`src/rtl/nsdr_pkg.sv`:
```
// ----------------------------------------------------------------------------
// nsdr_pkg
// Shared widths and constants for the noise-shaped dither requantizer.
// ----------------------------------------------------------------------------
package nsdr_pkg;

    // stream field widths
    localparam int SAMPLE_IN_W  = 32;
    localparam int SAMPLE_OUT_W = 16;

    // quantizer step: low bits dropped from the 24-bit value
    localparam int Q_SHIFT = 8;

    // working width for the corrected sample, wide enough that nothing wraps
    localparam int ACC_W = 34;

    // error feedback width (errors stay within -383..382)
    localparam int ERR_W = 10;

    // dither is the difference of two 8-bit values
    localparam int DITHER_W = Q_SHIFT + 1;

    // generator constants
    localparam logic [31:0] LCG_MUL = 32'd1664525;
    localparam logic [31:0] LCG_INC = 32'd1013904223;

    // rounding half and 24-bit clip bounds
    localparam logic signed [ACC_W-1:0] ROUND_HALF = 34'sd128;
    localparam logic signed [ACC_W-1:0] CLIP_MAX   = 34'sd8388607;
    localparam logic signed [ACC_W-1:0] CLIP_MIN   = -34'sd8388608;

endpackage

```
`src/rtl/nsdr_dither.sv`:
```
// ----------------------------------------------------------------------------
// nsdr_dither
// High-pass triangular dither source: a 32-bit LCG kept one state ahead so
// the multiply sits on its own register path; the dither is the low byte of
// the next state minus the low byte of the current state.
// ----------------------------------------------------------------------------
module nsdr_dither
    import nsdr_pkg::*;
(
    input  logic                       i_clk,
    input  logic                       i_rst_n,
    input  logic                       i_advance,
    output logic signed [DITHER_W-1:0] o_dither
);

    logic [31:0] r_cur;
    logic [31:0] r_next;
    logic [31:0] n_after;

    // state after r_next, used when the generator steps
    assign n_after = r_next * LCG_MUL + LCG_INC;

    // generator registers, reset to state zero and its successor
    always_ff @(posedge i_clk) begin
        if (!i_rst_n) begin
            r_cur  <= '0;
            r_next <= LCG_INC;
        end else if (i_advance) begin
            r_cur  <= r_next;
            r_next <= n_after;
        end
    end

    // triangular dither value
    assign o_dither = $signed({1'b0, r_next[Q_SHIFT-1:0]})
                    - $signed({1'b0, r_cur[Q_SHIFT-1:0]});

endmodule

```
`src/rtl/nsdr_shaper.sv`:
```
// ----------------------------------------------------------------------------
// nsdr_shaper
// Error-feedback requantizer: applies the three-tap error filter, rounding
// and dither, clips to 24 bits, quantizes to 16 bits and updates the errors.
// ----------------------------------------------------------------------------
module nsdr_shaper
    import nsdr_pkg::*;
(
    input  logic                           i_clk,
    input  logic                           i_rst_n,
    input  logic                           i_advance,
    input  logic                           i_source_is_32bit,
    input  logic signed [SAMPLE_IN_W-1:0]  i_sample,
    input  logic signed [DITHER_W-1:0]     i_dither,
    output logic signed [SAMPLE_OUT_W-1:0] o_sample
);

    logic signed [ERR_W-1:0] r_e0;
    logic signed [ERR_W-1:0] r_e1;
    logic signed [ERR_W-1:0] r_e2;

    logic signed [ACC_W-1:0] s_base;
    logic signed [ACC_W-1:0] s_corr;
    logic signed [ACC_W-1:0] o_round;
    logic signed [ACC_W-1:0] s_clip;
    logic signed [ACC_W-1:0] o_clip;
    logic signed [ACC_W-1:0] o_quant;
    logic signed [ACC_W-1:0] err_full;
    logic signed [ERR_W-1:0] e0_adj;
    logic signed [ERR_W-1:0] n_e1;

    // input alignment: 32-bit sources drop their low byte
    always_comb begin
        if (i_source_is_32bit) begin
            s_base = ACC_W'($signed(i_sample[SAMPLE_IN_W-1:Q_SHIFT]));
        end else begin
            s_base = ACC_W'(i_sample);
        end
    end

    // error feedback, rounding and dither
    assign s_corr  = s_base + ACC_W'(r_e0) - ACC_W'(r_e1) + ACC_W'(r_e2);
    assign o_round = s_corr + ROUND_HALF + ACC_W'(i_dither);

    // clip to the 24-bit range, limiting the corrected sample as well
    always_comb begin
        o_clip = o_round;
        s_clip = s_corr;
        if (o_round > CLIP_MAX) begin
            o_clip = CLIP_MAX;
            if (s_corr > CLIP_MAX) begin
                s_clip = CLIP_MAX;
            end
        end else if (o_round < CLIP_MIN) begin
            o_clip = CLIP_MIN;
            if (s_corr < CLIP_MIN) begin
                s_clip = CLIP_MIN;
            end
        end
    end

    // quantize and form the new error
    assign o_quant  = {o_clip[ACC_W-1:Q_SHIFT], {Q_SHIFT{1'b0}}};
    assign err_full = s_clip - o_quant;
    assign o_sample = o_clip[Q_SHIFT+SAMPLE_OUT_W-1:Q_SHIFT];

    // halve the newest error, truncating toward zero
    assign e0_adj = r_e0 + $signed({{(ERR_W-1){1'b0}}, r_e0[ERR_W-1]});
    assign n_e1   = e0_adj >>> 1;

    // error history
    always_ff @(posedge i_clk) begin
        if (!i_rst_n) begin
            r_e0 <= '0;
            r_e1 <= '0;
            r_e2 <= '0;
        end else if (i_advance) begin
            r_e2 <= r_e1;
            r_e1 <= n_e1;
            r_e0 <= err_full[ERR_W-1:0];
        end
    end

endmodule

```
`src/rtl/noise_shaped_dither_requantizer.sv`:
```
// ----------------------------------------------------------------------------
// noise_shaped_dither_requantizer
// Requantizes 24-bit or 32-bit PCM to 16 bits with noise-shaped dither.
// ----------------------------------------------------------------------------
// Usage:
//   s_axis carries one signed sample per item in tdata[31:0], tlast marks
//   the last sample of a buffer. m_axis returns one 16-bit sample per item
//   in tdata[15:0] with tlast copied from the input.
//   The cfg channel writes source_is_32bit (i_cfg_data); write it only
//   while no items are in flight. o_cfg_ready is always high.
// Data path and throughput:
//   an accepted item is registered, shaped combinationally and registered
//   again for m_axis. One item is taken every cycle while m_axis_tready is
//   high; the error feedback and the dither generator both step once per
//   item, in the cycle the item moves to the output register.
// Reset:
//   synchronous, active low. Clears the errors, resets the generator state,
//   clears the mode bit (24-bit source) and both valid flags.
// Stall:
//   while m_axis_tready is low the result waits in the output register; one
//   more item can sit in the input register, then s_axis_tready drops.
// ----------------------------------------------------------------------------
module noise_shaped_dither_requantizer
    import nsdr_pkg::*;
(
    input  logic        i_clk,
    input  logic        i_rst_n,
    // configuration write
    input  logic        i_cfg_valid,
    output logic        o_cfg_ready,
    input  logic        i_cfg_data,     // source_is_32bit
    // input stream
    input  logic        s_axis_tvalid,
    output logic        s_axis_tready,
    input  logic [31:0] s_axis_tdata,   // [31:0] sample_in
    input  logic        s_axis_tlast,   // last_in
    // output stream
    output logic        m_axis_tvalid,
    input  logic        m_axis_tready,
    output logic [15:0] m_axis_tdata,   // [15:0] sample_out
    output logic        m_axis_tlast    // last_out
);

    logic                           r_source_is_32bit;
    logic                           r_in_valid;
    logic signed [SAMPLE_IN_W-1:0]  r_in_sample;
    logic                           r_in_last;
    logic                           r_out_valid;
    logic signed [SAMPLE_OUT_W-1:0] r_out_sample;
    logic                           r_out_last;

    logic                           advance;
    logic signed [DITHER_W-1:0]     dither;
    logic signed [SAMPLE_OUT_W-1:0] shaped;

    // configuration register
    assign o_cfg_ready = 1'b1;

    always_ff @(posedge i_clk) begin
        if (!i_rst_n) begin
            r_source_is_32bit <= 1'b0;
        end else if (i_cfg_valid) begin
            r_source_is_32bit <= i_cfg_data;
        end
    end

    // item moves from input to output register
    assign advance       = r_in_valid && (!r_out_valid || m_axis_tready);
    assign s_axis_tready = !r_in_valid || advance;

    // input register
    always_ff @(posedge i_clk) begin
        if (!i_rst_n) begin
            r_in_valid <= 1'b0;
        end else if (s_axis_tready) begin
            r_in_valid <= s_axis_tvalid;
        end
    end

    always_ff @(posedge i_clk) begin
        if (s_axis_tready && s_axis_tvalid) begin
            r_in_sample <= $signed(s_axis_tdata);
            r_in_last   <= s_axis_tlast;
        end
    end

    // dither generator
    nsdr_dither u_dither (
        .i_clk     (i_clk),
        .i_rst_n   (i_rst_n),
        .i_advance (advance),
        .o_dither  (dither)
    );

    // error-feedback quantizer
    nsdr_shaper u_shaper (
        .i_clk             (i_clk),
        .i_rst_n           (i_rst_n),
        .i_advance         (advance),
        .i_source_is_32bit (r_source_is_32bit),
        .i_sample          (r_in_sample),
        .i_dither          (dither),
        .o_sample          (shaped)
    );

    // output register
    always_ff @(posedge i_clk) begin
        if (!i_rst_n) begin
            r_out_valid <= 1'b0;
        end else if (advance) begin
            r_out_valid <= 1'b1;
        end else if (m_axis_tready) begin
            r_out_valid <= 1'b0;
        end
    end

    always_ff @(posedge i_clk) begin
        if (advance) begin
            r_out_sample <= shaped;
            r_out_last   <= r_in_last;
        end
    end

    assign m_axis_tvalid = r_out_valid;
    assign m_axis_tdata  = r_out_sample;
    assign m_axis_tlast  = r_out_last;

endmodule
```
`config.mk`:
```
export PLATFORM = sky130hd
export DESIGN_NAME = noise_shaped_dither_requantizer
export DESIGN_NICKNAME = d
export VERILOG_FILES = /design/src/rtl/nsdr_pkg.sv /design/src/rtl/nsdr_dither.sv /design/src/rtl/nsdr_shaper.sv /design/src/rtl/noise_shaped_dither_requantizer.sv
export SDC_FILE = /design/constraint.sdc
export NUM_CORES = 1
export LEC_CHECK = 0
export BUFFER_PORTS_ARGS = -buffer_cell sky130_fd_sc_hd__clkbuf_2
export CORE_ASPECT_RATIO = 1.75
export CORE_UTILIZATION = 34
export CTS_CLUSTER_SIZE = 25
export DETAILED_ROUTE_END_ITERATION = 12
export PLACE_DENSITY = 0.47
export REMOVE_ABC_BUFFERS = 1
export SLEW_MARGIN = 20
export SYNTH_ARGS = -nofsm -noshare
export SYNTH_HDL_FRONTEND = slang
export SYNTH_SLANG_ARGS = --single-unit
```
`constraint.sdc`:
```
create_clock -name i_clk -period 8.95 [get_ports i_clk]
set_clock_uncertainty 0.2 [all_clocks]
set_input_delay 1.79 -clock i_clk [delete_from_list [all_inputs] [get_ports i_clk]]
set_output_delay 1.79 -clock i_clk [all_outputs]
set_load 0.01 [all_outputs]
```
Word-level counts from Yosys, hierarchy flattened
Cells that the tools add are included.

Bits in registers: 121.

Add/subtract/negate cells: 9. Muxes and demuxes: 9. Multiply operators: 1. Order comparisons: 4. Reduce and logical (&&, ||, !) cells: 7.

Operators by type and width (number): 34-bit by 9-bit adder with 34-bit output (2); 34-bit by 24-bit greater-than comparator with 1-bit output, second input constant (2); 34-bit by 24-bit less-than comparator with 1-bit output, second input constant (2); 24-bit 2-to-1 mux (2); 10-bit 2-to-1 mux (4); 34-bit by 9-bit adder with 34-bit output, second input constant (1); 33-bit by 9-bit subtractor with 34-bit output (1); 32-bit by 10-bit adder with 33-bit output (1); 32-bit by 30-bit adder with 32-bit output, second input constant (1); 32-bit by 21-bit multiplier with 32-bit output, second input constant (1); 31-bit 2-to-1 mux (1); 10-bit by 2-bit adder with 10-bit output (1); 10-bit subtractor (1); 8-bit by 8-bit subtractor with 9-bit output (1); 1-bit logical AND (2); 1-bit logical NOT (2); 1-bit logical OR (2); 1-bit 2-to-1 mux (2); 2-bit nonzero test (1).

Logic depth before layout (Yosys ltp)
Gate-level depths: netlist of the first run.

Depth after elaboration: 10. Mapped depth: 38. Depth with buffers taken out: 35.

Hierarchy
A second synthesis of the first run with hierarchy kept.

Cell total of the unflattened synthesis: 1125. Area total of the unflattened synthesis: 10351.2 um^2.

By module, submodules not included: nsdr_shaper (cells an instance 907, area each 7235.7 um^2, sequential area each 560.5 um^2, instances 1); noise_shaped_dither_requantizer (cells an instance 64, area each 1652.8 um^2, sequential area each 1561.5 um^2, instances 1); nsdr_dither (cells an instance 154, area each 1462.7 um^2, sequential area each 320.3 um^2, instances 1).

Least setup slack after synthesis of the first run
OpenSTA, ideal clock, no wires.

Path kind: register -> register. Start point: reg u_shaper.r_e1[8] (netlist name). End point: reg u_shaper.r_e0[9]. Data arrival time: 7905 ps. Period minus slack after synthesis: 8227 ps. Cell stages (with the launch flop): 36. Buffers on the path: 2. Path slack: 723 ps. Path through: dfxtp_1 -> inv_1 -> fa_1 -> inv_1 -> fa_1 -> inv_1 -> ha_1 -> buf_2 -> a21o_1 -> a31o_1 -> a221oi_2 -> nand2_1 -> a21o_1 -> nand2_1 -> a21boi_0 -> o21ai_0 -> nand2b_1 -> a21o_1 -> a21oi_1 -> xnor2_1 -> ha_1 -> ha_1 -> nand4_1 -> nor3_1 -> o2111ai_1 -> a31oi_1 -> xor2_1 -> or4_1 -> nor4_4 -> or4b_1 -> buf_2 -> a21boi_0 -> ha_1 -> nor3b_1 -> a32oi_1 -> nand3b_1.

Word-level cells in the longest chain between the ends: 8. Elaborated cells between the ends (all ways): 15. Classes of those cells: add/sub (5); order compare (4); mux (6).

RTL lines: 33-bit by 9-bit subtractor with 34-bit output (*) (RTL line nsdr_shaper.sv:42) `assign s_corr = s_base + ACC_W'(r_e0) - ACC_W'(r_e1) + ACC_W'(r_e2);`; 34-bit by 9-bit adder with 34-bit output (*) (RTL line nsdr_shaper.sv:42); 34-bit by 9-bit adder with 34-bit output (2 in series) (RTL line nsdr_shaper.sv:43) `assign o_round = s_corr + ROUND_HALF + ACC_W'(i_dither);`; 34-bit by 24-bit less-than comparator with 1-bit output (RTL line nsdr_shaper.sv:54) `end else if (o_round < CLIP_MIN) begin`; 10-bit 2-to-1 mux / 24-bit 2-to-1 mux (equally long branches) (RTL line nsdr_shaper.sv:54); 10-bit 2-to-1 mux / 24-bit 2-to-1 mux (equally long branches) (RTL line nsdr_shaper.sv:49) `if (o_round > CLIP_MAX) begin`; 10-bit subtractor (*) (RTL line nsdr_shaper.sv:64) `assign err_full = s_clip - o_quant;`; end signal: assignment (RTL line nsdr_shaper.sv:80) `r_e0 <= err_full[ERR_W-1:0];`; end: declaration (RTL line nsdr_shaper.sv:18) `logic signed [ERR_W-1:0] r_e0;`.

Mark *: on every way between the ends. The rest lies on a longest branch, timed or not. A chain may end at the register's enable or synchronous reset.

Worst setup path after layout of the first run
Start point: reg r_source_is_32bit. End point: reg u_shaper.r_e0[9].

Word-level cells in the longest chain between the ends: 10. Elaborated cells between the ends (all ways): 17. Classes of those cells: add/sub (6); order compare (4); mux (7).

RTL lines: start: declaration (RTL line noise_shaped_dither_requantizer.sv:44) `logic r_source_is_32bit;`; start signal: assignment (RTL line noise_shaped_dither_requantizer.sv:63) `r_source_is_32bit <= i_cfg_data;`; 31-bit 2-to-1 mux (*) (RTL line nsdr_shaper.sv:34) `if (i_source_is_32bit) begin`; 32-bit by 10-bit adder with 33-bit output (*) (RTL line nsdr_shaper.sv:42); 33-bit by 9-bit subtractor with 34-bit output (*) (RTL line nsdr_shaper.sv:42); 34-bit by 9-bit adder with 34-bit output (*) (RTL line nsdr_shaper.sv:42); 34-bit by 9-bit adder with 34-bit output (*) (2 in series) (RTL line nsdr_shaper.sv:43); 34-bit by 24-bit less-than comparator with 1-bit output (RTL line nsdr_shaper.sv:54); 24-bit 2-to-1 mux (RTL line nsdr_shaper.sv:54); 24-bit 2-to-1 mux (*) (RTL line nsdr_shaper.sv:49); net shaped[0] (RTL line noise_shaped_dither_requantizer.sv:54) `logic signed [SAMPLE_OUT_W-1:0] shaped;`; 10-bit subtractor (*) (RTL line nsdr_shaper.sv:64).

Mark *: on every way through the listed nets, which the timed path passes. The rest lies on a longest branch.

==> summary.md, run 1 <==
| Metric | Value |
|---|---|
| Status | `complete, no violations` |
| Clock sink count | `between 90 and 100` |
| Async S/R FF share, synth | `0%` |
| Clock root buffer | `clkbuf_16` |
| Req. time, crit path | `just over 9000 ps` |
| Core box area | `between 30000 and 40000 um^2` |
| Via/cell ratio | `about 5.3` |
| Initial core utilization | `about a third` |
| Area grow syn2layout | `9.991%` |
| Die Ht | `240.3 um` |
| Synth warn | `0` |
| Largest stage delay on the critical path | `570 ps` |
| Worst min path class | `flip-flop to flip-flop` |
| Setup crit start | `r_source_is_32bit$_SDFFE_PN0P_` |
| Grt total ovfl | `0` |
| Drt first pass iters | `5` |
| Layout cells sized above 1 | `between 10% and 20%` |
| Worst-path maximum fanout | `24` |
| Hold-fix buffers, CTS | `0` |
| Most frequent cells in the layout | `inv_1 (170), nand2_1 (136), ha_1 (127)` |
| Clk pin slew, worst setup/hold paths | `80 ps` |
| Max-slew violations | `0` |
| Commonest non-fill, non-tap cell in the layout | `inv_1` |
| Nets | `around 1500` |
| PortBufs | `57` |
| Initial antenna violation count | `0` |
| Slowest-stage cell, CP | `or4_1` |
| Total GRT Usage | `18.03%` |
| Fin crit share | `roughly 95%` |
| Crit path kind | `flip-flop to flip-flop` |
| Reg2reg start | `r_source_is_32bit$_SDFFE_PN0P_` |
| Area after DPL | `~12000 um^2` |
| TritonCTS buffer count | `9` |
| I/O pins | `approximately 60` |
| Max-Cap Viols | `0` |
| CP arrival | `8610 ps` |
| Final instance area | `about 12000 um^2` |
| Setup tns final | `0 ps` |
| Via count | `between 8000 and 9000` |
| Worst skew pair latency | `370 ps` |
| Starting DRC count in detailed routing | `about 290` |
| Post-synthesis register bit count | `97` |
| Fmax | `~120 MHz` |
| Post-DP HPWL | `around 24 mm` |
| Type of origin of the critical path | `flip-flop` |
| Worst setup path end | `u_shaper.r_e0[9]$_SDFFE_PN0P_` |
| Area leader, netlist | `ha_1` |
| Final Hold Fails | `0` |
| Drt drc | `0` |
| Sequential fraction of the synthesis area | `between 20% and 30%` |
| Vias in the first global route | `9209` |
| Routed Antenna Nets | `0` |
| Synth Flop Type | `edfxtp_1` |
| Post-synth cell types | `a little over 80` |
| Mapped Cells | `between 1000 and 1500` |
| Die Area | `around 33000 um^2` |
| CTS tree | `yes` |
| Clock buffer depth | `2` |
| Reg2Reg Setup Slack | `440 ps` |
| Final GP Congestion | `just over 0.9` |
| Slew HR | `approximately 34%` |
| Largest net degree at the start of global routing | `62` |
| Syn_area_per_cell | `between 8 and 9 um^2` |
| FP Rows | `86` |
| Die W | `around 140 um` |
| Setup Viol. Count Final | `0` |
| Global-route wire length before repair | `~47 mm` |
| Pin slew with the least headroom to its limit | `slightly below 1000 ps` |
| Top area cells in the synthesized netlist | `ha_1 (14%), edfxtp_1 (14%), fa_1 (13%)` |
| WL final | `29.25 mm` |
| Reg2reg path depth | `34` |
| # diodes | `0` |
| Netlist Area Pre-Place | `11030 um^2` |
| CP endpoint kind | `flip-flop` |
| H-tree levels | `3` |
| Reg-to-Reg End | `u_shaper.r_e0[9]$_SDFFE_PN0P_` |
| EDFF count, synth | `50` |
| Top-area cell type share of the netlist area | `between 10 and 15%` |
| Period minus WS final | `between 8000 and 9000 ps` |
| DR WL/cell | `approximately 17 um` |
## routing by layer
metal	GRT usage (%)	share of wire, %
met3	1.514	1.6
met4	8.138	3.7
met5	0	0
met1	18.38	37
met2	36.78	57
## metrics by stage
| stage | setup slack, ps | hold slack, ps | utilization (%) | std cells |
|---|---|---|---|---|
| final | 444.0 | 232.0 | 38.23 | 1696 |
| after global routing | -11.04 | 255.3 | 38.23 | 1696 |
| after CTS | 243.9 | 233.0 | 38.02 | 1695 |
| after detailed placement | 308.9 | 213.6 | 37.01 | 1679 |
| after global placement | 285.3 | 206.3 | 37.01 | 1679 |
| after floorplan | 490.4 | 200.3 | - | 1207 |
## kinds of logic after synthesis
group                      count (synthesis)  synth area share, %
and+or+nand+nor                          325                14.22
AOI/OAI and AO/OA                        310                19.20
buffers and inverters                    222                7.768
adders and majority gates                201                27.83
DFF                                       97                22.14
xor gates and xnor gates                  73                5.999
muxes                                     28                2.812
other                                      1              0.03399
## cell type report
class	instances	area, um^2
timing repair buffer	77	442.9
clock inverter	7	95.09
tap	396	495.5
clock buffer	9	225.2
sequential	97	2442
multi-input combinational	938	7789
fill	3279	19610
inverter	172	645.6
## flip-flops by register name (all words and copies together), names as in the netlist
register / flops
r_in_last: 1
r_in_sample: 32
r_in_valid: 1
u_dither.r_next: 8
m_axis_tvalid: 1
m_axis_tlast: 1
m_axis_tdata: 16
u_dither.r_cur: 8
u_shaper.r_e1: 9
r_source_is_32bit: 1
u_shaper.r_e2: 9
u_shaper.r_e0: 10
## worst min path at each step
stage	cells past startpoint	to	from	slack (ps)
after detailed placement	0	m_axis_tlast$_DFFE_PP_	r_in_last$_DFFE_PP_	210
after floorplan	0	m_axis_tlast$_DFFE_PP_	r_in_last$_DFFE_PP_	200
final	0	m_axis_tlast$_DFFE_PP_	r_in_last$_DFFE_PP_	230
after global routing	0	m_axis_tlast$_DFFE_PP_	r_in_last$_DFFE_PP_	260
after CTS	0	m_axis_tlast$_DFFE_PP_	r_in_last$_DFFE_PP_	230
after global placement	0	m_axis_tlast$_DFFE_PP_	r_in_last$_DFFE_PP_	210
## what timing repair did
item	in CTS	in global routing
setup endpoints to repair	0	6
setup buffers	0	1
gates resized for setup	0	12
## Yosys cell counts (3+ instances only)
cell type,count
a21oi_1,86
or3_1,4
buf_2,16
xnor2_2,3
inv_1,170
nor2b_1,15
o21bai_1,6
mux2_2,23
xnor2_1,45
edfxtp_1,50
a31oi_1,10
dfxtp_1,47
and2_1,12
o22ai_1,16
o21ai_0,42
nand2_1,137
nor3_1,17
a211oi_1,11
nand4_1,14
a311oi_1,5
o21ai_1,5
buf_1,5
o2111ai_1,4
and3_1,10
nor2_1,48
ha_1,127
a21boi_0,28
clkbuf_1,28
o211a_1,10
nand2b_1,13
nand3_1,33
fa_1,74
xor2_1,25
a21o_1,28
a32oi_1,4
nor3b_1,3
o21a_1,7
mux2i_1,4
a31o_2,8
o211ai_1,9
## critical path: cells and delay by family (launching register included)
kind / cells / cell delay, ps
compound gates: 12 / 2400
xor+xnor: 2 / 320
fa+ha+maj: 6 / 2250
buf+inv: 3 / 320
flops: 1 / 380
mux: 1 / 370
simple gates: 10 / 2210
Power of run 1 is left out: the tool's default activity adds up to more than one toggle a clock period on the data nets, which glitch-free logic cannot reach.
==> inputs of run 2 (changes only) <==
--- a/config.mk
+++ b/config.mk
@@ -5,7 +5,7 @@
 export SDC_FILE = /design/constraint.sdc
 export NUM_CORES = 1
 export LEC_CHECK = 0
-export BUFFER_PORTS_ARGS = -buffer_cell sky130_fd_sc_hd__clkbuf_2
+export BUFFER_PORTS_ARGS = -buffer_cell sky130_fd_sc_hd__buf_2
 export CORE_ASPECT_RATIO = 1.75
 export CORE_UTILIZATION = 34
 export CTS_CLUSTER_SIZE = 25
==> run 2 against run 1 <==
Sequential cell count unchanged. Cell area up 0.58%. Cell count up 0.35%. Wire length up 1.1%. Non-clock buffer count up 6. Via count down 0.20%. Register-to-register slack better by 140 ps. Sequential share of layout area down 0.12 points. Die area unchanged. Worst setup slack better by 140 ps. First-iteration DRC count up 27%. Critical path depth down 5. Critical endpoint unchanged.
==> summary.md, run 2 (same netlist as run 1, synthesis figures left out) <==
| Metric | Value |
|---|---|
| Status | `complete, no violations` |
| CTS tree | `yes` |
| Reg2reg path depth | `29` |
| # diodes | `0` |
| Met2 Usage GRT | `a little under two fifths` |
| M1 GR Usage | `between 10% and 20%` |
| Layout cells sized above 1 | `between 10% and 20%` |
| Via count | `8898` |
| FP Rows | `86` |
| Clk pin slew, worst setup/hold paths | `80 ps` |
| Global-route wire length before repair | `roughly 47 mm` |
| Vias in the first global route | `9056` |
| Period minus WS final | `between 8000 and 9000 ps` |
| Starting DRC count in detailed routing | `around 360` |
| Largest stage delay on the critical path | `570 ps` |
| Post-DP HPWL | `24.31 mm` |
| I/O pins | `59` |
| Final instance area | `12210 um^2` |
| Area after DPL | `between 10000 and 15000 um^2` |
| Drt first pass iters | `5` |
| WL final | `just under 30 mm` |
| Die Ht | `approximately 240 um` |
| WP depth | `29` |
| GRT busiest layer | `met2` |
| Crit path kind | `flip-flop to flip-flop` |
| Req. time, crit path | `around 9100 ps` |
| Worst-path maximum fanout | `24` |
| Hold-fix buffers, CTS | `0` |
| Worst skew pair latency | `370 ps` |
| CP endpoint kind | `flip-flop` |
| Unrepaired setup endpoints after global routing | `no` |
| Area grow syn2layout | `10.63%` |
| Most frequent cells in the layout | `inv_1 (169), nand2_1 (136), ha_1 (126)` |
| Number of flip-flops in the largest register | `32` |
| Buf+Inv Stages, Crit Path | `3` |
| Grt total ovfl | `0` |
| Met3 GRT Util | `under 10%` |
| DR WL/cell | `between 15 and 20 um` |
| H-tree levels | `3` |
| CP arrival | `8480 ps` |
| TritonCTS buffer count | `9` |
| Max-slew violations | `0` |
| Type of origin of the critical path | `flip-flop` |
| Core box area | `31740 um^2` |
| Hold path startpoint | `r_in_last$_DFFE_PP_` |
| Initial core utilization | `between 30% and 40%` |
| Fmax | `about 120 MHz` |
| Clock root buffer | `clkbuf_16` |
| Worst min path class | `flip-flop to flip-flop` |
| Clock sink count | `a little under 100` |
| Routed Antenna Nets | `0` |
| Slowest-stage cell, CP | `or4b_1` |
| Largest Register | `r_in_sample` |
| Hold path depth | `0` |
| PortBufs | `57` |
| Setup Viol. Count Final | `0` |
| Slew HR | `about 34%` |
| Final GP Congestion | `between 0.9 and 1` |
| Clock buffer depth | `2` |
| Die Area | `33200 um^2` |
| Largest net degree at the start of global routing | `just over 60` |
| Final Hold Fails | `0` |
| Initial antenna violation count | `0` |
| Commonest non-fill, non-tap cell in the layout | `inv_1` |
| Setup crit start | `r_source_is_32bit$_SDFFE_PN0P_` |
| Most used cell along the critical path | `ha_1` |
| CP top delay family | `adder cells` |
| Worst hold slack | `about 230 ps` |
| Total GRT Usage | `a little under a fifth` |
| Reg2reg start | `r_source_is_32bit$_SDFFE_PN0P_` |
| Drt drc | `0` |
| Nets | `1541` |
| Via/cell ratio | `5.228` |
| Max-Cap Viols | `0` |
| Setup tns final | `0 ps` |
| Die W | `138.2 um` |
| Pin slew with the least headroom to its limit | `between 900 and 1000 ps` |
| Fin crit share | `roughly 93%` |
==> run 2: final cells by class <==
cell class | count | area (um^2)
clock inverter | 7 | 100.1
fill | 3258 | 19540
inverter | 172 | 649.4
sequential | 97 | 2442
clock buffer | 9 | 225.2
multi-input combinational | 938 | 7805
timing repair buffer | 83 | 488.0
tap | 396 | 495.5
==> run 2: worst paths after layout <==
check	slack [ps]	endpoint
max	580	u_shaper.r_e0[9]$_SDFFE_PN0P_
min	230	m_axis_tlast$_DFFE_PP_
max reg2reg	580	u_shaper.r_e0[9]$_SDFFE_PN0P_
min reg2reg	230	m_axis_tlast$_DFFE_PP_
==> run 2: stage by stage <==
stage | setup WS [ps] | utilization [%] | instances
floorplan | 490.4 | - | 1207
global placement | 307.3 | 37.03 | 1680
detailed placement | 284.6 | 37.03 | 1680
CTS | 233.4 | 38.06 | 1696
global route | 0.8420 | 38.45 | 1702
finish | 582.8 | 38.45 | 1702
==> run 2: metal layers <==
| metal | part of all wire (%) | wire (um) | up-vias |
|---|---|---|---|
| li1 | - | - | 4443 |
| met2 | 58 | 17090 | 94 |
| met1 | 38 | 11310 | 4322 |
| met3 | 1.1 | 332 | 39 |
| met4 | 2.9 | 847 | 0 |
| met5 | 0 | 0 | - |
==> run 2: timing repair <==
item / CTS / global route
hold endpoints to repair: 0 / 0
endpoints found under the setup margin: 0 / 15
setup buffers: 0 / 6
gates resized for setup: 0 / 16
Power of run 2 is left out for the same reason.
